## src/hw/rtl/ssd_pkg.sv

```systemverilog
// Shared types, command codes and segment constants for the seven-segment scan driver.
`timescale 1ns / 1ps

package ssd_pkg;

  typedef enum logic [1:0] {
    CMD_TICK   = 2'd0,
    CMD_NUMBER = 2'd1,
    CMD_MINUS  = 2'd2,
    CMD_CLEAR  = 2'd3
  } ssd_cmd_e;

  typedef enum logic [1:0] {
    ST_IDLE,
    ST_CONV,
    ST_FIND,
    ST_DONE
  } ssd_state_e;

  typedef struct packed {
    logic tick;
    logic minus;
    logic clear;
    logic conv_load;
    logic conv_step;
    logic find;
    logic load_out;
  } ssd_ctrl_t;

  typedef struct packed {
    logic conv_last;
  } ssd_stat_t;

  localparam int unsigned SegW = 7;
  localparam int unsigned EnW = 4;
  localparam int unsigned StoreDepth = 4;
  localparam int unsigned NumW = 14;

  localparam logic [NumW-1:0] MAX_NUMBER = 14'd9999;
  localparam logic [12:0] DIV10_MUL = 13'd6554;
  localparam int unsigned Div10Shift = 16;
  localparam logic [SegW-1:0] SEG_DASH = 7'h40;

  function automatic logic [SegW-1:0] digit_glyph(input logic [3:0] d);
    logic [SegW-1:0] g;
    case (d)
      4'd0: g = 7'h3F;
      4'd1: g = 7'h06;
      4'd2: g = 7'h5B;
      4'd3: g = 7'h4F;
      4'd4: g = 7'h66;
      4'd5: g = 7'h6D;
      4'd6: g = 7'h7D;
      4'd7: g = 7'h07;
      4'd8: g = 7'h7F;
      4'd9: g = 7'h6F;
      default: g = 7'h00;
    endcase
    return g;
  endfunction

endpackage

```

## src/hw/rtl/seven_segment_scan_driver.sv

```systemverilog
// Top level of the multiplexed seven-segment scan driver.
`timescale 1ns / 1ps

// Each request carries one command: a scan tick, a number to show, a minus
// sign or a clear. Every request returns exactly one response with the
// segment levels and digit enables (one-hot or all off) as they stand after
// the command. A tick, minus or clear request goes from idle to the done
// state; a number request is saturated at 9999 and converted one decimal
// digit per cycle through a single divide-by-ten unit, then passes the find
// state. In done, the response is loaded once the output register is free.
// A new request is accepted once the controller is back in idle, even while
// the previous response still waits in the output register.

module seven_segment_scan_driver import ssd_pkg::*; #(
  parameter int DIGIT_COUNT = 4
) (
  input  logic            clk_i,
  input  logic            rst_ni,
  input  logic            in_valid_i,
  output logic            in_ready_o,
  input  logic [1:0]      cmd_i,
  input  logic [15:0]     value_i,
  output logic            out_valid_o,
  input  logic            out_ready_i,
  output logic [SegW-1:0] segments_o,
  output logic [EnW-1:0]  digit_enable_o
);

  ssd_ctrl_t ctrl;
  ssd_stat_t stat;

  ssd_ctrl u_ctrl (
    .clk_i       (clk_i),
    .rst_ni      (rst_ni),
    .in_valid_i  (in_valid_i),
    .in_ready_o  (in_ready_o),
    .cmd_i       (cmd_i),
    .out_valid_o (out_valid_o),
    .out_ready_i (out_ready_i),
    .stat_i      (stat),
    .ctrl_o      (ctrl)
  );

  ssd_datapath #(
    .DIGIT_COUNT (DIGIT_COUNT)
  ) u_datapath (
    .clk_i          (clk_i),
    .rst_ni         (rst_ni),
    .ctrl_i         (ctrl),
    .value_i        (value_i),
    .stat_o         (stat),
    .segments_o     (segments_o),
    .digit_enable_o (digit_enable_o)
  );

endmodule

```

## src/hw/rtl/ssd_datapath.sv

```systemverilog
// Datapath: pattern store, decimal conversion, scan position and drive registers.
`timescale 1ns / 1ps

module ssd_datapath import ssd_pkg::*; #(
  parameter int DIGIT_COUNT = 4
) (
  input  logic                  clk_i,
  input  logic                  rst_ni,
  input  ssd_ctrl_t             ctrl_i,
  input  logic [15:0]           value_i,
  output ssd_stat_t             stat_o,
  output logic [SegW-1:0]       segments_o,
  output logic [EnW-1:0]        digit_enable_o
);

  localparam int unsigned NDIG = (DIGIT_COUNT < 1) ? 1 : ((DIGIT_COUNT > 4) ? 4 : DIGIT_COUNT);
  localparam logic [1:0] LastPos = 2'(NDIG - 1);

  logic [SegW-1:0] store_q [StoreDepth];
  logic [SegW-1:0] store_d [StoreDepth];
  logic [1:0]      first_q, first_d;
  logic [1:0]      scan_q, scan_d;
  logic            shown_q, shown_d;
  logic [SegW-1:0] seg_q, seg_d;
  logic [EnW-1:0]  en_q, en_d;
  logic [NumW-1:0] work_q, work_d;
  logic [1:0]      idx_q, idx_d;
  logic [SegW-1:0] out_seg_q;
  logic [EnW-1:0]  out_en_q;

  logic [26:0]     prod;
  logic [NumW-1:0] quot;
  logic [NumW-1:0] rem;
  logic [NumW-1:0] sat_value;
  logic [1:0]      first_found;

  assign sat_value = (value_i > 16'(MAX_NUMBER)) ? MAX_NUMBER : value_i[NumW-1:0];
  assign prod = 27'(work_q) * 27'(DIV10_MUL);
  assign quot = 14'(prod[26:Div10Shift]);
  assign rem = work_q - ((quot << 3) + (quot << 1));

  always_comb begin
    first_found = LastPos;
    for (int i = int'(NDIG) - 2; i >= 0; i--) begin
      if (store_q[i] != digit_glyph(4'd0)) begin
        first_found = 2'(i);
      end
    end
  end

  always_comb begin
    store_d = store_q;
    first_d = first_q;
    scan_d  = scan_q;
    shown_d = shown_q;
    seg_d   = seg_q;
    en_d    = en_q;
    work_d  = work_q;
    idx_d   = idx_q;
    if (ctrl_i.tick) begin
      en_d = '0;
      if (shown_q) begin
        seg_d  = (scan_q < first_q) ? '0 : store_q[scan_q];
        en_d   = EnW'(1) << scan_q;
        scan_d = (scan_q == LastPos) ? 2'd0 : scan_q + 2'd1;
      end
    end
    if (ctrl_i.minus) begin
      for (int i = 0; i < int'(StoreDepth); i++) begin
        store_d[i] = '0;
      end
      store_d[0] = SEG_DASH;
      first_d    = 2'd0;
      shown_d    = 1'b1;
    end
    if (ctrl_i.clear) begin
      for (int i = 0; i < int'(StoreDepth); i++) begin
        store_d[i] = '0;
      end
      first_d = 2'd0;
      scan_d  = 2'd0;
      shown_d = 1'b0;
      seg_d   = '0;
      en_d    = '0;
    end
    if (ctrl_i.conv_load) begin
      work_d = sat_value;
      idx_d  = LastPos;
    end
    if (ctrl_i.conv_step) begin
      store_d[idx_q] = digit_glyph(rem[3:0]);
      work_d = quot;
      idx_d  = idx_q - 2'd1;
    end
    if (ctrl_i.find) begin
      first_d = first_found;
      shown_d = 1'b1;
    end
  end

  always_ff @(posedge clk_i or negedge rst_ni) begin
    if (!rst_ni) begin
      for (int i = 0; i < int'(StoreDepth); i++) begin
        store_q[i] <= '0;
      end
      first_q <= '0;
      scan_q  <= '0;
      shown_q <= 1'b0;
      seg_q   <= '0;
      en_q    <= '0;
    end else begin
      store_q <= store_d;
      first_q <= first_d;
      scan_q  <= scan_d;
      shown_q <= shown_d;
      seg_q   <= seg_d;
      en_q    <= en_d;
    end
  end

  always_ff @(posedge clk_i) begin
    work_q <= work_d;
    idx_q  <= idx_d;
    if (ctrl_i.load_out) begin
      out_seg_q <= seg_q;
      out_en_q  <= en_q;
    end
  end

  assign stat_o.conv_last = (idx_q == 2'd0);
  assign segments_o = out_seg_q;
  assign digit_enable_o = out_en_q;

endmodule

```

## src/hw/rtl/ssd_ctrl.sv

```systemverilog
// Controller state machine that sequences each request through the datapath.
`timescale 1ns / 1ps

module ssd_ctrl import ssd_pkg::*; (
  input  logic       clk_i,
  input  logic       rst_ni,
  input  logic       in_valid_i,
  output logic       in_ready_o,
  input  logic [1:0] cmd_i,
  output logic       out_valid_o,
  input  logic       out_ready_i,
  input  ssd_stat_t  stat_i,
  output ssd_ctrl_t  ctrl_o
);

  ssd_state_e state_q, state_d;
  logic       out_valid_q, out_valid_d;
  ssd_cmd_e   cmd;
  logic       out_free;

  assign cmd = ssd_cmd_e'(cmd_i);
  assign out_free = !out_valid_q || out_ready_i;

  always_comb begin
    state_d = state_q;
    unique case (state_q)
      ST_IDLE: begin
        if (in_valid_i) begin
          state_d = (cmd == CMD_NUMBER) ? ST_CONV : ST_DONE;
        end
      end
      ST_CONV: begin
        if (stat_i.conv_last) begin
          state_d = ST_FIND;
        end
      end
      ST_FIND: state_d = ST_DONE;
      ST_DONE: begin
        if (out_free) begin
          state_d = ST_IDLE;
        end
      end
      default: state_d = ST_IDLE;
    endcase
  end

  always_comb begin
    ctrl_o     = '0;
    in_ready_o = 1'b0;
    unique case (state_q)
      ST_IDLE: begin
        in_ready_o = 1'b1;
        if (in_valid_i) begin
          unique case (cmd)
            CMD_TICK:   ctrl_o.tick      = 1'b1;
            CMD_NUMBER: ctrl_o.conv_load = 1'b1;
            CMD_MINUS:  ctrl_o.minus     = 1'b1;
            CMD_CLEAR:  ctrl_o.clear     = 1'b1;
            default:    ctrl_o           = '0;
          endcase
        end
      end
      ST_CONV: ctrl_o.conv_step = 1'b1;
      ST_FIND: ctrl_o.find = 1'b1;
      ST_DONE: ctrl_o.load_out = out_free;
      default: ctrl_o = '0;
    endcase
  end

  always_comb begin
    out_valid_d = out_valid_q;
    if (ctrl_o.load_out) begin
      out_valid_d = 1'b1;
    end else if (out_ready_i) begin
      out_valid_d = 1'b0;
    end
  end

  always_ff @(posedge clk_i or negedge rst_ni) begin
    if (!rst_ni) begin
      state_q     <= ST_IDLE;
      out_valid_q <= 1'b0;
    end else begin
      state_q     <= state_d;
      out_valid_q <= out_valid_d;
    end
  end

  assign out_valid_o = out_valid_q;

endmodule
```

## config.mk

```make
export PLATFORM = sky130hd
export DESIGN_NAME = seven_segment_scan_driver
export DESIGN_NICKNAME = d
export VERILOG_FILES = /design/src/hw/rtl/ssd_pkg.sv /design/src/hw/rtl/seven_segment_scan_driver.sv /design/src/hw/rtl/ssd_datapath.sv /design/src/hw/rtl/ssd_ctrl.sv
export SDC_FILE = /design/constraint.sdc
export NUM_CORES = 1
export LEC_CHECK = 0
export ABC_AREA = 1
export BUFFER_PORTS_ARGS = -buffer_cell sky130_fd_sc_hd__buf_2
export CORE_AREA = 2 2 142 179
export CTS_CLUSTER_DIAMETER = 60
export DETAILED_ROUTE_END_ITERATION = 12
export DIE_AREA = 0 0 144 181
export GPL_TIMING_DRIVEN = 0
export SLEW_MARGIN = 0
export SYNTH_ARGS = -nofsm -noshare
export SYNTH_HDL_FRONTEND = slang
export SYNTH_SLANG_ARGS = --single-unit
```

## constraint.sdc

```tcl
create_clock -name clk_i -period 13.33 [get_ports clk_i]
set_clock_uncertainty 0.05 [all_clocks]
set_input_delay 0.6665 -clock clk_i [delete_from_list [all_inputs] [get_ports clk_i]]
set_output_delay 0.6665 -clock clk_i [all_outputs]
set_load 0.01 [all_outputs]
```

==> qor.yml, run 1 <==
global_route:
  grt_pass1_wl_mm: 27.9
  antenna_found_initial: 0
  grt_start_max_net_pins: 48
  grt_pass1_vias: 5743
  track_usage_pct: 13.4
  grt.overflow.total: 0
detailed_routing:
  antenna_left: 0
  drc: 0
  route.detailed.vias_per_inst: 4.57
  routed_wl_mm: 16.5
  vias: 5674
  drtIter0Drc: 313
  drtPass1Iterations: 5
  wl_per_cell_um: 13.3
timing:
  tns_ns: 0
  rsz0062_at_grt: "no"
  fin_crit_sh_pct: 47.5
  setup_viol: 0
  slew_viol_final: 0
  max_freq_mhz: 158
  worst_pin_slew_ns: 1.12
  relSlewSlack_pct: 25.4
  period_needed_ns: 6.33
  hold_viol_final: 0
place:
  portBuffers: 34
  gp_congestion: 0.883
  dp_hpwl_mm: 13.6
cts:
  postCtsSetupBuffers: 0
  root_buffer: "clkbuf_16"
  clk_latency_ns: 0.34
  clk_pin_slew_ns: 0.06
  clkSinkCount: 74
  cts_tree: "done"
  htree_num_levels: 3
  cts.path.max_buffers: 2
  numCtsBuffers: 9
  cts_resized: 0
  postCtsHoldBufs: 0
floorplan:
  dieArea_um2: 26100
  row_count: 64
  core_um2: 24300
  fp.dieW_um: 144
  ios: 35
  start_util_pct: 29.7
  chipHeight_um: 181
run_status:
  status: "finished, final reports clean"
synth:
  netlist_instances: 862
  synth_area_um2: 7210
  synth.most_common_cell: "inv_1"
  synth_common_cells: "183 x inv_1, 179 x nand2_1, 116 x ha_1"
  synth_nets: 1047
  async_reset_ff_share_pct: 63.5
  yosysSeqAreaShare_pct: 27.1
  ys_types: 41
  synth_edf_count: 24
  synth_area_leaders: "ha_1 20%, dfrtp_1 16%, fa_1 13%"
  postSynthAreaPerCell_um2: 8.37
  synth-seq-cells: 74
  synthFlopType: "dfrtp_1"
  synth.top_cell.area_share_pct: 20.1
  yosysWarnings: 0
  yosysTopAreaCell: "ha_1"
critical_path:
  ff2ff_path_depth: 26
  r2r_setup_slack_ns: 7.00
  r2r-end: "u_datapath.store_q[7]"
  crit_fanout: 5
  rr_startpoint: "u_datapath.work_q[7]"
  crit_arrival_ns: 6.55
  worst_path_max_delay_cell: "fa_1"
  cpPeakStageDelay_ns: 0.56
  startpoint: "u_datapath.work_q[7]"
  crit_required_ns: 13.55
  cp-start-kind: "flip-flop"
  end_kind: "flip-flop"
  critPathKind: "flip-flop to flip-flop"
worst_hold_path:
  hold_end: "u_datapath.segments_o[3]"
  whs_path_depth: 0
  hp-start: "u_datapath.seg_q[3]"
  min_path_type: "flip-flop to flip-flop"
cells_and_area:
  drive_above_1_share_pct: 8.55
  syn2layout_area_growth_pct: 12.6
  ff_latch_area_um2: 1960
  diodes: 0
  fillers: 2564
  fin_nets: 1092
  multiInputGateArea_um2: 4520
flow_run:
  cap_violations: 0
-- layer usage --
metal  part of all wire [%]  GRT usage, %  routed length [um]
met2                     48          22.9                7970
met3                    2.9          1.27                 474
met4                    2.5          4.59                 406
met1                     46          17.6                7640
met5                      0             0                   0
-- per-stage QoR --
step                      cells  setup slack, ns  hold slack, ns  area, um^2  util (%)
after floorplan             862             7.78           0.321        7210         -
after global placement     1226             7.04           0.381        7800      32.1
after detailed placement   1226             7.04           0.385        7800      32.1
after CTS                  1242             7.00           0.394        8130      33.5
after global routing       1242             6.65           0.412        8130      33.5
final                      1242             7.00           0.393        8130      33.5
-- how the worst max path moves through the flow --
stage | to | slack [ns] | cells after the start
floorplan | u_datapath.store_q[14] | 7.78 | 26
global placement | u_datapath.store_q[21] | 7.04 | 24
detailed placement | u_datapath.store_q[7] | 7.04 | 26
CTS | u_datapath.store_q[7] | 7.00 | 26
global route | u_datapath.store_q[14] | 6.65 | 26
finish | u_datapath.store_q[7] | 7.00 | 26
-- cell type report --
cell class | count | share of cell area [%]
multi-input combinational | 591 | 55.6
sequential | 74 | 24.1
inverter | 185 | 8.55
tap | 330 | 5.08
clock buffer | 12 | 3.17
timing repair buffer | 34 | 2.09
clock inverter | 4 | 0.878
buffer | 12 | 0.570
-- placed cells by master (no fill, tap or decap), types with 2 or more instances in the layout --
cell / instances
inv_1: 183
nand2_1: 179
ha_1: 116
nand3_1: 56
fa_1: 47
dfrtp_1: 47
o21ai_0: 41
a21oi_1: 39
buf_2: 35
nor2_1: 32
edfxtp_1: 24
clkbuf_1: 11
clkbuf_16: 10
nand4_1: 8
nor3_1: 8
nand2_4: 8
nor4_1: 7
nand2_2: 7
xor2_1: 5
a211oi_1: 5
o22ai_1: 4
a31oi_1: 3
xnor2_1: 3
or2_2: 3
a221o_1: 3
dfxtp_1: 3
nor2_4: 2
inv_2: 2
buf_1: 2
nand3_2: 2
a22oi_1: 2
bufinv_16: 2
-- registers in the layout, indices dropped and copies added, names as in the netlist --
name	flops
u_ctrl.out_valid_o	1
u_ctrl.state_q	2
u_datapath.digit_enable_o	4
u_datapath.en_q	4
u_datapath.first_q	2
u_datapath.idx_q	2
u_datapath.scan_q	2
u_datapath.seg_q	7
u_datapath.segments_o	7
u_datapath.shown_q	1
u_datapath.store_q	28
u_datapath.work_q	14
-- logic make-up after synthesis --
group | count (synthesis) | synth area share [%]
AOI/OAI and AO/OA | 103 | 8.10
and+or+nand+nor | 317 | 20.4
adders and majority gates | 163 | 33.2
buffers and inverters | 197 | 10.3
xor gates and xnor gates | 8 | 0.971
DFF | 74 | 27.1
-- critical path, delay by kind of cell, from the launching register on --
kind	cells	cell delay [ns]
adders and majority gates	7	3.01
and+or+nand+nor	11	1.90
DFF	1	0.55
buffers and inverters	6	0.40
xor gates and xnor gates	1	0.27
AOI/OAI and AO/OA	1	0.08
Power of run 1 is left out: the tool's default activity adds up to more than one toggle a clock period on the data nets, which glitch-free logic cannot reach.
==> run 2: changes to the inputs <==
==> constraint.sdc (replaced) <==
create_clock -name clk_i -period 6.6 [get_ports clk_i]
set_clock_uncertainty 0.05 [all_clocks]
set_input_delay 0.33 -clock clk_i [delete_from_list [all_inputs] [get_ports clk_i]]
set_output_delay 0.33 -clock clk_i [all_outputs]
set_load 0.01 [all_outputs]
==> qor.yml, run 2 (synthesis gave the netlist of run 1 again) <==
timing:
  setup_viol: 0  # unchanged
  max_freq_mhz: 161  # +1.7%
  tns_ns: 0  # unchanged
  slew_viol_final: 0  # unchanged
  fin_crit_sh_pct: 94.4  # +47 points
  relSlewSlack_pct: 25.4  # unchanged
  worst_pin_slew_ns: 1.12  # unchanged
  rsz0062_at_grt: "no"
  hold_viol_final: 0  # unchanged
  period_needed_ns: 6.23  # -0.106 ns
critical_path:
  end_kind: "flip-flop"
  r2r_setup_slack_ns: 0.37  # -6.62 ns
  crit_arrival_ns: 6.45  # -0.10 ns
  ff2ff_path_depth: 26  # unchanged
  r2r-end: "u_datapath.store_q[7]"
  critPathKind: "flip-flop to flip-flop"
  crit_fanout: 5  # unchanged
  rr_startpoint: "u_datapath.work_q[7]"
  cp-start-kind: "flip-flop"
  crit_required_ns: 6.82  # -6.73 ns
global_route:
  grt_start_max_net_pins: 48  # unchanged
  antenna_found_initial: 0  # unchanged
  grt_pass1_wl_mm: 27.9  # unchanged
  grt.overflow.total: 0  # unchanged
  track_usage_pct: 13.4  # unchanged
  grt_pass1_vias: 5743  # unchanged
cells_and_area:
  syn2layout_area_growth_pct: 12.7  # about the same
  most-common-layout-cells: "183 x inv_1, 179 x nand2_1, 116 x ha_1"
  drive_above_1_share_pct: 8.66  # +0.11 points
  fin_nets: 1092  # unchanged
  final_common_cell: "inv_1"
  regMostFlops: "u_datapath.store_q"
  diodes: 0  # unchanged
  largest_reg_flops: 28  # unchanged
  reg_top3: "u_datapath.store_q (28), u_datapath.work_q (14)"
  postLayoutCoreUtil_pct: 33.5  # about the same
cts:
  cts_tree: "done"
  clk_latency_ns: 0.34  # about the same
  numCtsBuffers: 9  # unchanged
  cts.path.max_buffers: 2  # unchanged
  root_buffer: "clkbuf_16"
  postCtsSetupBuffers: 0  # unchanged
  clkSinkCount: 74  # unchanged
  postCtsHoldBufs: 0  # unchanged
  clk_pin_slew_ns: 0.06  # about the same
  htree_num_levels: 3  # unchanged
flow_run:
  cap_violations: 0  # unchanged
floorplan:
  chipHeight_um: 181  # unchanged
  row_count: 64  # unchanged
  core_um2: 24300  # unchanged
  start_util_pct: 29.7  # unchanged
  dieArea_um2: 26100  # unchanged
  ios: 35  # unchanged
  fp.dieW_um: 144  # unchanged
detailed_routing:
  drtPass1Iterations: 5  # unchanged
  routed_wl_mm: 16.5  # about the same
  wl_per_cell_um: 13.3  # about the same
  route.detailed.vias_per_inst: 4.57  # about the same
  antenna_left: 0  # unchanged
  drc: 0  # unchanged
  drtIter0Drc: 313  # unchanged
  vias: 5675  # +0.018%
worst_hold_path:
  min_path_type: "input pin to async pin"
place:
  portBuffers: 34  # unchanged
  gp_congestion: 0.883  # unchanged
  dp_hpwl_mm: 13.6  # unchanged
run_status:
  status: "finished, final reports clean"
-- run 2: changes by cell type in the layout (fill, tap and decap cells not counted) --
cell / delta
nor4_1: -1
nor4_2: +1
-- run 2: layout make-up --
class,instances,area (um^2)
fillers,2564,16100
multi-input cells,591,4520
flip-flops and latches,74,1960
inverters,185,694
well taps,330,413
clock buffers,12,258
repair buffers,34,170
clock inverters,4,71.3
plain buffers,12,46.3
-- run 2: what timing repair did --
action	CTS	global route
endpoints found under the hold margin	0	0
setup endpoints to repair	0	8
gates resized for setup	0	1
-- run 2: through the flow --
step	cells	area (um^2)	hold slack [ns]	setup slack, ns
after floorplan	862	7210	-0.0156	1.05
after global placement	1226	7800	0.381	0.315
after detailed placement	1226	7800	0.385	0.315
after CTS	1242	8130	0.180	0.268
after global routing	1242	8130	0.215	0.0120
final	1242	8130	0.135	0.372
-- run 2: worst max-delay path: stages (launching register included) --
cell and delay [ns]:
edfxtp_1 0.55, ha_1 0.36, inv_1 0.09, fa_1 0.55, inv_1 0.06, fa_1 0.50, fa_1 0.56, inv_1 0.06
fa_1 0.53, inv_1 0.05, ha_1 0.32, nand2_1 0.15, nor4_2 0.38, nand2_1 0.08, nand2_1 0.11, xor2_1 0.27
ha_1 0.19, inv_1 0.05, or2_2 0.26, nand2_1 0.13, inv_1 0.09, or2_2 0.29, o21ai_0 0.08, nand3_1 0.15
nand2_4 0.13, nand2_1 0.06, nand2_1 0.06
-- run 2: how the worst max path moves through the flow --
stage	from	end	cells after the start
after floorplan	u_datapath.work_q[7]	u_datapath.store_q[14]	26
after global placement	u_datapath.work_q[8]	u_datapath.store_q[21]	24
after detailed placement	u_datapath.work_q[3]	u_datapath.store_q[7]	26
after CTS	u_datapath.work_q[7]	u_datapath.store_q[7]	26
after global routing	u_datapath.work_q[3]	u_datapath.store_q[14]	26
final	u_datapath.work_q[7]	u_datapath.store_q[7]	26
-- run 2: metal layers --
layer	global-route usage [%]	part of all wire, %	up-vias
li1	-	-	2852
met1	17.6	46	2687
met2	22.9	48	108
met3	1.27	2.9	28
met4	4.59	2.5	0
met5	0	0	-
Power of run 2 is left out for the same reason.
